--- config.mk ---
export PLATFORM = sky130hd
export DESIGN_NAME = lru_key_value_cache_core
export DESIGN_NICKNAME = d
export VERILOG_FILES = /design/src/rtl/lkvc_pkg.sv /design/src/rtl/lru_key_value_cache_core.sv /design/src/rtl/lkvc_front.sv /design/src/rtl/lkvc_back.sv
export SDC_FILE = /design/constraint.sdc
export NUM_CORES = 2
export LEC_CHECK = 0
export BUFFER_PORTS_ARGS = -buffer_cell sky130_fd_sc_hd__buf_2
export CORE_UTILIZATION = 30
export DETAILED_ROUTE_END_ITERATION = 16
export SYNTH_ARGS = -nofsm -noshare
export SYNTH_HDL_FRONTEND = slang
export SYNTH_HIERARCHICAL = 1
export SYNTH_SLANG_ARGS = --single-unit
--- constraint.sdc ---
create_clock -name i_clk -period 13.1 [get_ports i_clk]
set_input_delay 1.965 -clock i_clk [delete_from_list [all_inputs] [get_ports i_clk]]
set_output_delay 1.965 -clock i_clk [all_outputs]
set_load 0.05 [all_outputs]
--- src/rtl/lkvc_pkg.sv ---
// ----------------------------------------------------------------------------
// lkvc_pkg
// shared types and constants for the lru key-value cache
// ----------------------------------------------------------------------------
package lkvc_pkg;
    localparam int MAX_ENTRIES    = 16;
    localparam int KEY_BITS       = 16;
    localparam int VALUE_BITS     = 32;
    localparam int IDX_BITS       = $clog2(MAX_ENTRIES);
    localparam int AGE_BITS       = $clog2(MAX_ENTRIES);
    localparam int CNT_BITS       = $clog2(MAX_ENTRIES + 1);
    localparam int CAP_BITS       = 5;
    localparam int QUEUE_DEPTH    = 2;
    localparam logic [CAP_BITS-1:0] CAPACITY_RESET = CAP_BITS'(16);

    typedef enum logic {
        KIND_GET = 1'b0,
        KIND_PUT = 1'b1
    } t_kind;

    // one classified transaction between front and back
    typedef struct packed {
        t_kind                 kind;
        logic [KEY_BITS-1:0]   key;
        logic [VALUE_BITS-1:0] value;
    } t_cmd;
endpackage

--- src/rtl/lru_key_value_cache_core.sv ---
// path: an accepted get waits in the queue, then its result is registered by the table engine
// throughput: one transaction per cycle while results are taken
// the table engine does compare, age update and replacement in the same cycle
// reset: synchronous active-low; store empty, capacity 16, no clearing pass
// ----------------------------------------------------------------------------
// lru_key_value_cache_core
// fully associative key-value cache with least-recently-used replacement
// ----------------------------------------------------------------------------
module lru_key_value_cache_core (
    input  logic i_clk,
    input  logic i_rst_n,
    input  logic i_cfg_we,
    input  logic [lkvc_pkg::CAP_BITS-1:0] i_cfg_wdata,
    input  logic i_valid,
    output logic o_stall,
    input  logic i_kind,
    input  logic [lkvc_pkg::KEY_BITS-1:0]   i_key,
    input  logic [lkvc_pkg::VALUE_BITS-1:0] i_value,
    output logic o_valid,
    input  logic i_stall,
    output logic o_hit,
    output logic [lkvc_pkg::VALUE_BITS-1:0] o_read_value
);
    import lkvc_pkg::*;

    logic [CAP_BITS-1:0] r_capacity;
    logic                cmd_valid, cmd_take;
    t_cmd                cmd;

    always_ff @(posedge i_clk) begin
        if (!i_rst_n) begin
            r_capacity <= CAPACITY_RESET;
        end else if (i_cfg_we) begin
            r_capacity <= i_cfg_wdata;
        end
    end

    lkvc_front u_front (
        .i_clk, .i_rst_n, .i_valid, .o_stall, .i_kind, .i_key, .i_value,
        .o_cmd_valid(cmd_valid), .o_cmd(cmd), .i_cmd_take(cmd_take)
    );

    lkvc_back u_back (
        .i_clk, .i_rst_n, .i_capacity(r_capacity),
        .i_cmd_valid(cmd_valid), .i_cmd(cmd), .o_cmd_take(cmd_take),
        .o_valid, .i_stall, .o_hit, .o_read_value
    );
endmodule

--- src/rtl/lkvc_front.sv ---
// ----------------------------------------------------------------------------
// lkvc_front
// input stage and a small command queue toward the table engine
// ----------------------------------------------------------------------------
module lkvc_front (
    input  logic                  i_clk,
    input  logic                  i_rst_n,
    input  logic                  i_valid,
    output logic                  o_stall,
    input  logic                  i_kind,
    input  logic [lkvc_pkg::KEY_BITS-1:0]   i_key,
    input  logic [lkvc_pkg::VALUE_BITS-1:0] i_value,
    output logic                  o_cmd_valid,
    output lkvc_pkg::t_cmd        o_cmd,
    input  logic                  i_cmd_take
);
    import lkvc_pkg::*;

    localparam int PTR_BITS = $clog2(QUEUE_DEPTH);

    t_cmd                r_queue [QUEUE_DEPTH];
    logic [PTR_BITS-1:0] r_wr_ptr, r_rd_ptr;
    logic [PTR_BITS:0]   r_count;
    logic                push, pop;

    assign o_stall     = (r_count == (PTR_BITS+1)'(QUEUE_DEPTH));
    assign push        = i_valid && !o_stall;
    assign o_cmd_valid = (r_count != '0);
    assign o_cmd       = r_queue[r_rd_ptr];
    assign pop         = o_cmd_valid && i_cmd_take;

    always_ff @(posedge i_clk) begin
        if (!i_rst_n) begin
            r_wr_ptr <= '0;
            r_rd_ptr <= '0;
            r_count  <= '0;
        end else begin
            if (push) r_wr_ptr <= r_wr_ptr + 1'b1;
            if (pop)  r_rd_ptr <= r_rd_ptr + 1'b1;
            r_count <= r_count + (PTR_BITS+1)'(push) - (PTR_BITS+1)'(pop);
        end
    end

    always_ff @(posedge i_clk) begin
        if (push) begin
            r_queue[r_wr_ptr] <= '{kind: t_kind'(i_kind), key: i_key, value: i_value};
        end
    end
endmodule

--- src/rtl/lkvc_back.sv ---
// ----------------------------------------------------------------------------
// lkvc_back
// table engine: parallel key compare, age update, insert and evict
// ----------------------------------------------------------------------------
module lkvc_back (
    input  logic                  i_clk,
    input  logic                  i_rst_n,
    input  logic [lkvc_pkg::CAP_BITS-1:0] i_capacity,
    input  logic                  i_cmd_valid,
    input  lkvc_pkg::t_cmd        i_cmd,
    output logic                  o_cmd_take,
    output logic                  o_valid,
    input  logic                  i_stall,
    output logic                  o_hit,
    output logic [lkvc_pkg::VALUE_BITS-1:0] o_read_value
);
    import lkvc_pkg::*;

    logic                  r_valid_bits [MAX_ENTRIES];
    logic [KEY_BITS-1:0]   r_keys       [MAX_ENTRIES];
    logic [VALUE_BITS-1:0] r_values     [MAX_ENTRIES];
    logic [AGE_BITS-1:0]   r_ages       [MAX_ENTRIES];
    logic [CNT_BITS-1:0]   r_live;
    logic                  r_out_valid, r_hit;
    logic [VALUE_BITS-1:0] r_read_value;

    logic [MAX_ENTRIES-1:0] match, oldest, is_free;
    logic                   hit_any, need_evict, do_op;
    logic [IDX_BITS-1:0]    hit_idx, old_idx, free_idx, ins_idx;
    logic [AGE_BITS-1:0]    hit_age;
    logic [VALUE_BITS-1:0]  hit_value;
    logic [CNT_BITS-1:0]    eff_cap;

    // a command is taken when the result register is empty or being taken, or when it is a put
    assign o_cmd_take = i_cmd_valid && (!r_out_valid || !i_stall
                        || i_cmd.kind == KIND_PUT);
    assign do_op      = o_cmd_take;

    always_comb begin
        if (i_capacity == '0)
            eff_cap = CNT_BITS'(1);
        else if (32'(i_capacity) > MAX_ENTRIES)
            eff_cap = CNT_BITS'(MAX_ENTRIES);
        else
            eff_cap = CNT_BITS'(i_capacity);
    end

    always_comb begin
        hit_any   = 1'b0;
        hit_idx   = '0;
        old_idx   = '0;
        free_idx  = '0;
        for (int i = 0; i < MAX_ENTRIES; i++) begin
            match[i]   = r_valid_bits[i] && (r_keys[i] == i_cmd.key);
            // least recent holds the rank live-1
            oldest[i]  = r_valid_bits[i] && (CNT_BITS'(r_ages[i]) == r_live - 1'b1);
            is_free[i] = !r_valid_bits[i];
        end
        for (int i = MAX_ENTRIES-1; i >= 0; i--) begin
            if (match[i])   begin hit_any = 1'b1; hit_idx = IDX_BITS'(i); end
            if (oldest[i])  old_idx  = IDX_BITS'(i);
            if (is_free[i]) free_idx = IDX_BITS'(i);
        end
        hit_age    = r_ages[hit_idx];
        hit_value  = r_values[hit_idx];
        need_evict = (r_live >= eff_cap);
        ins_idx    = need_evict ? old_idx : free_idx;
    end

    always_ff @(posedge i_clk) begin
        if (!i_rst_n) begin
            r_live      <= '0;
            r_out_valid <= 1'b0;
            for (int i = 0; i < MAX_ENTRIES; i++) begin
                r_valid_bits[i] <= 1'b0;
                r_ages[i]       <= '0;
            end
        end else begin
            if (do_op && i_cmd.kind == KIND_GET)
                r_out_valid <= 1'b1;
            else if (r_out_valid && !i_stall)
                r_out_valid <= 1'b0;
            if (do_op) begin
                if (hit_any) begin
                    for (int i = 0; i < MAX_ENTRIES; i++) begin
                        if (r_valid_bits[i] && r_ages[i] < hit_age)
                            r_ages[i] <= r_ages[i] + 1'b1;
                    end
                    r_ages[hit_idx] <= '0;
                end else if (i_cmd.kind == KIND_PUT) begin
                    // evicted slot is reused; all others age by one
                    for (int i = 0; i < MAX_ENTRIES; i++) begin
                        if (r_valid_bits[i] && !(need_evict && IDX_BITS'(i) == old_idx))
                            r_ages[i] <= r_ages[i] + 1'b1;
                    end
                    r_valid_bits[ins_idx] <= 1'b1;
                    r_ages[ins_idx]       <= '0;
                    if (!need_evict) r_live <= r_live + 1'b1;
                end
            end
        end
    end

    always_ff @(posedge i_clk) begin
        if (do_op) begin
            if (i_cmd.kind == KIND_GET) begin
                r_hit        <= hit_any;
                r_read_value <= hit_any ? hit_value : '0;
            end else if (hit_any) begin
                r_values[hit_idx] <= i_cmd.value;
            end else begin
                r_keys[ins_idx]   <= i_cmd.key;
                r_values[ins_idx] <= i_cmd.value;
            end
        end
    end

    assign o_valid      = r_out_valid;
    assign o_hit        = r_hit;
    assign o_read_value = r_read_value;
endmodule

==> impl_results.md <==
- Synth async-reset ratio: 0%
- GRT overflow: 0
- DRC viols: 0
- ANT nets after route: 0
- # hold bufs at CTS: 0
- Core area: between 150000 and 200000 um^2
- Met3 GRT Util: under 10%
- # diodes: 0
- Number of buffers created by CTS: 100
- Final hold vios: 0
- H-tree levels: 3
- CTS resizes: 0
- Type of origin of the critical path: register
- DRT Wirelength: about 120000 um
- Syn_area_per_cell: between 10 and 15 um^2
- Via count: about 28000
- DP HPWL: roughly 71000 um
- Largest cells by area after synthesis: edfxtp_1 (59%), mux2i_1 (5.5%), dfxtp_1 (4.2%), xnor2_1 (3.9%), mux2_2 (2.4%)
- Final Slew Violations: 0
- Top post-synthesis cells by count: edfxtp_1 (899), nand2_1 (256), mux2i_1 (252)
- Synth area leader: edfxtp_1
- Grt peak-use layer: met2
- Comb pwr share: between 15 and 20%
- TritonCTS clock tree: built
- Crit path kind: reg -> reg
- Largest net degree at the start of global routing: 136
- Clock Path Buffers: 3
- PD cells: between 150 and 200 nW/um^2
- Met2 usage: about a quarter
- Max_cap viols: 0
- DR iter-0 viols: ~2300
- Worst skew pair latency: between 0.7 and 0.8 ns
- Fill cell count: ~15000
- Die H: between 300 and 400 um
- VDD IR-drop max: 0.1132 mV
- Count leader, synth: edfxtp_1
- CP required: around 14 ns
- Synthesis-stage register bit count: approximately 1000
- Synthesis Warnings: 6
- Slowest cell on the critical path: mux2_2
- Final TNS setup: 0 ns
- Net switching fraction of the power: between 20% and 30%
- Outcome: finished clean
- CTS clock-pin slew for the worst setup and hold paths: 0.06 ns
- GR Layer Usage met1: between 20% and 30%
- Ratio of final minimum period to clock period: approximately three fifths
- TritonRoute pass-1 iters: 6
- IO buf count: between 90 and 100
- Fin nets: 3626
- Site row count: 142
- CP peak stage delay: just over 0.9 ns
- Die Area: roughly 150000 um^2
- First-pass GRT wire length: ~180000 um
- Clock power frac: 33.9%
- Min cycle time layout: ~7.9 ns
- Total GRT Usage: roughly 15%
- Sequential share of power: 46.4%
- Layout cells sized above 1: roughly 14%
- Relative slew margins: roughly 18%
- Die W: between 300 and 400 um
- Final Wtd Congestion: just over 0.9
- Via/cell ratio: slightly above 5
- Fin area: a little over 50000 um^2
- Seq/Total Area, Yosys: a little under two thirds
- P_sw: 2.516 mW
- Fin util: 34.58%
- Actual slew at the worst max-slew pin: ~1.2 ns
- Final setup viols: 0
- Synthesized instance count: roughly 3400
- RSZ-0062 raised after global routing: no
- Area growth syn-to-layout: 14.02%
- Post-synth EDFFs: 899
- Via count of the first global-routing pass: approximately 27000
- Top cell type's share of synthesized area: around three fifths
- DP Area: about 50000 um^2
- Setup Buffers After CTS: 0
- Clock skew: 0.04766 ns
- Initial antenna violation count: 2
- Worst min path class: reg -> reg
- Mapped Nets: 3511
- Wire length per cell: 21.48 um
- Initial core utilization: between 30 and 40%
- Synth Flop Type: edfxtp_1
- Root buffer cell: clkbuf_16
- CP arrival: ~8.6 ns
- Crit. End Element: register
- Leak: 18.70 nW
- Worst-path cell chain: buf_4 > mux2_2 > xnor2_1 > or4b_4 > nor4_1 > a211o_1 > a311oi_1 > o21a_1 > o21ai_4 > buf_12 > mux2_2 > o21ai_0 > a21oi_1 > o21ai_1 > buf_4 > ha_1 > a211oi_1 > nand2_1 > o21ai_0 > nor2_1 > o41a_1 > or3_1 > a21oi_1
- Num Clock Sinks: 995
- Yosys cell types: 90
- Pint: 6.042 mW
- Area of the mapped netlist: 45590 um^2
- Boundary Pins: 94
- Worst-path fanout max: roughly 140
- Maximum clock frequency: 0.1261 GHz
## metal layers
layer	up-vias	routed length, um
met3	194	7842
li1	13030	-
met5	-	25
met2	912	56900
met1	14280	52450
met4	4	2925
## area by class of cell
cell class              count  area [um^2]  area share [%]
flip-flops and latches    995        28920           55.64
well taps                2016         2522           4.852
clock buffers             118         2601           5.004
multi-input cells        2170        15910           30.61
clock inverters            67        735.7           1.415
repair buffers            175         1094           2.104
inverters                  52        195.2          0.3755
## flip-flops by register name, summed over array words and instances (netlist names), named ones only
name / count
u_back/r_values: 512
u_back/r_keys: 256
u_front/r_queue: 98
u_back/r_ages: 64
u_back/o_read_value: 32
u_back/r_valid_bits: 16
r_capacity: 5
u_back/r_live: 5
u_front/r_count: 2
u_back/o_hit: 1
u_back/o_valid: 1
u_front/r_rd_ptr: 1
u_front/r_wr_ptr: 1
## cell usage in the layout, fill, tap and decap left out, drive strengths merged, types with 13 or more instances in the layout
master,netlist,final
mux2,106,106
nand2b,32,32
nand3,98,98
o22ai,29,29
nor4,26,26
or3,25,25
dfxtp,96,96
nor2b,13,13
clkinv,0,48
a21o,18,18
or4,15,15
nor4b,17,17
inv,52,56
nand2,256,256
clkbuf,76,118
xor2,114,114
mux2i,252,252
o211ai,19,19
nor2,232,232
nor3,37,37
edfxtp,899,899
and3,32,32
ha,73,73
o21ai,74,74
xnor3,15,15
or2,25,25
a211oi,64,64
nor3b,15,15
xnor2,202,202
a21oi,88,88
nand4,74,74
buf,86,175
a31oi,65,65
## power by group through the flow
stage | registers (mW) | logic (mW) | clock network, mW
after floorplan | 4.09 | 1.09 | 0
after global placement | 4.03 | 1.67 | 0
after detailed placement | 4.04 | 1.69 | 0
after CTS | 3.97 | 1.70 | 2.96
after global routing | 3.98 | 1.83 | 3.08
final | 3.97 | 1.69 | 2.90
## worst max-delay path, delay by kind of cell (launching register included)
family | cells | cell delay (ns)
AOI/OAI and AO/OA | 11 | 2.70
and+or+nand+nor | 5 | 1.30
buffers and inverters | 3 | 1.59
adders and majority gates | 1 | 0.27
muxes | 2 | 1.33
DFF | 1 | 0.38
xor gates and xnor gates | 1 | 0.21
## final timing paths
path                 start                   end  slack, ns  depth (start not counted)
min          r_capacity[4]         r_capacity[4]       0.51                          2
min reg2reg  r_capacity[4]         r_capacity[4]       0.51                          2
max reg2reg       register  u_back/r_ages[14][2]       5.17                         23
max               register  u_back/r_ages[14][2]       5.17                         23
## cells by family (layout without fill, tap and decap cells)
family | count (synthesis) | count (layout) | synth area share (%)
simple gates | 959 | 959 | 10.69
mux | 358 | 358 | 8.233
xor+xnor | 332 | 332 | 6.880
flops | 995 | 995 | 63.43
fa+ha+maj | 73 | 73 | 2.003
compound gates | 448 | 448 | 6.664
buf+inv | 214 | 412 | 2.097
## metrics by stage
stage / power [mW] / std cells / setup slack [ns] / hold slack (ns)
2_1_floorplan: 5.184 / 3379 / 5.878 / 0.4549
3_3_place_gp: 5.706 / 5408 / 5.109 / 0.4971
3_5_place_dp: 5.729 / 5408 / 5.055 / 0.5018
4_1_cts: 8.629 / 5593 / 5.030 / 0.5187
5_1_grt: 8.884 / 5593 / 4.435 / 0.5612
6_report: 8.558 / 5593 / 5.170 / 0.5139
No activity file was read; power rests on OpenSTA's default activity.
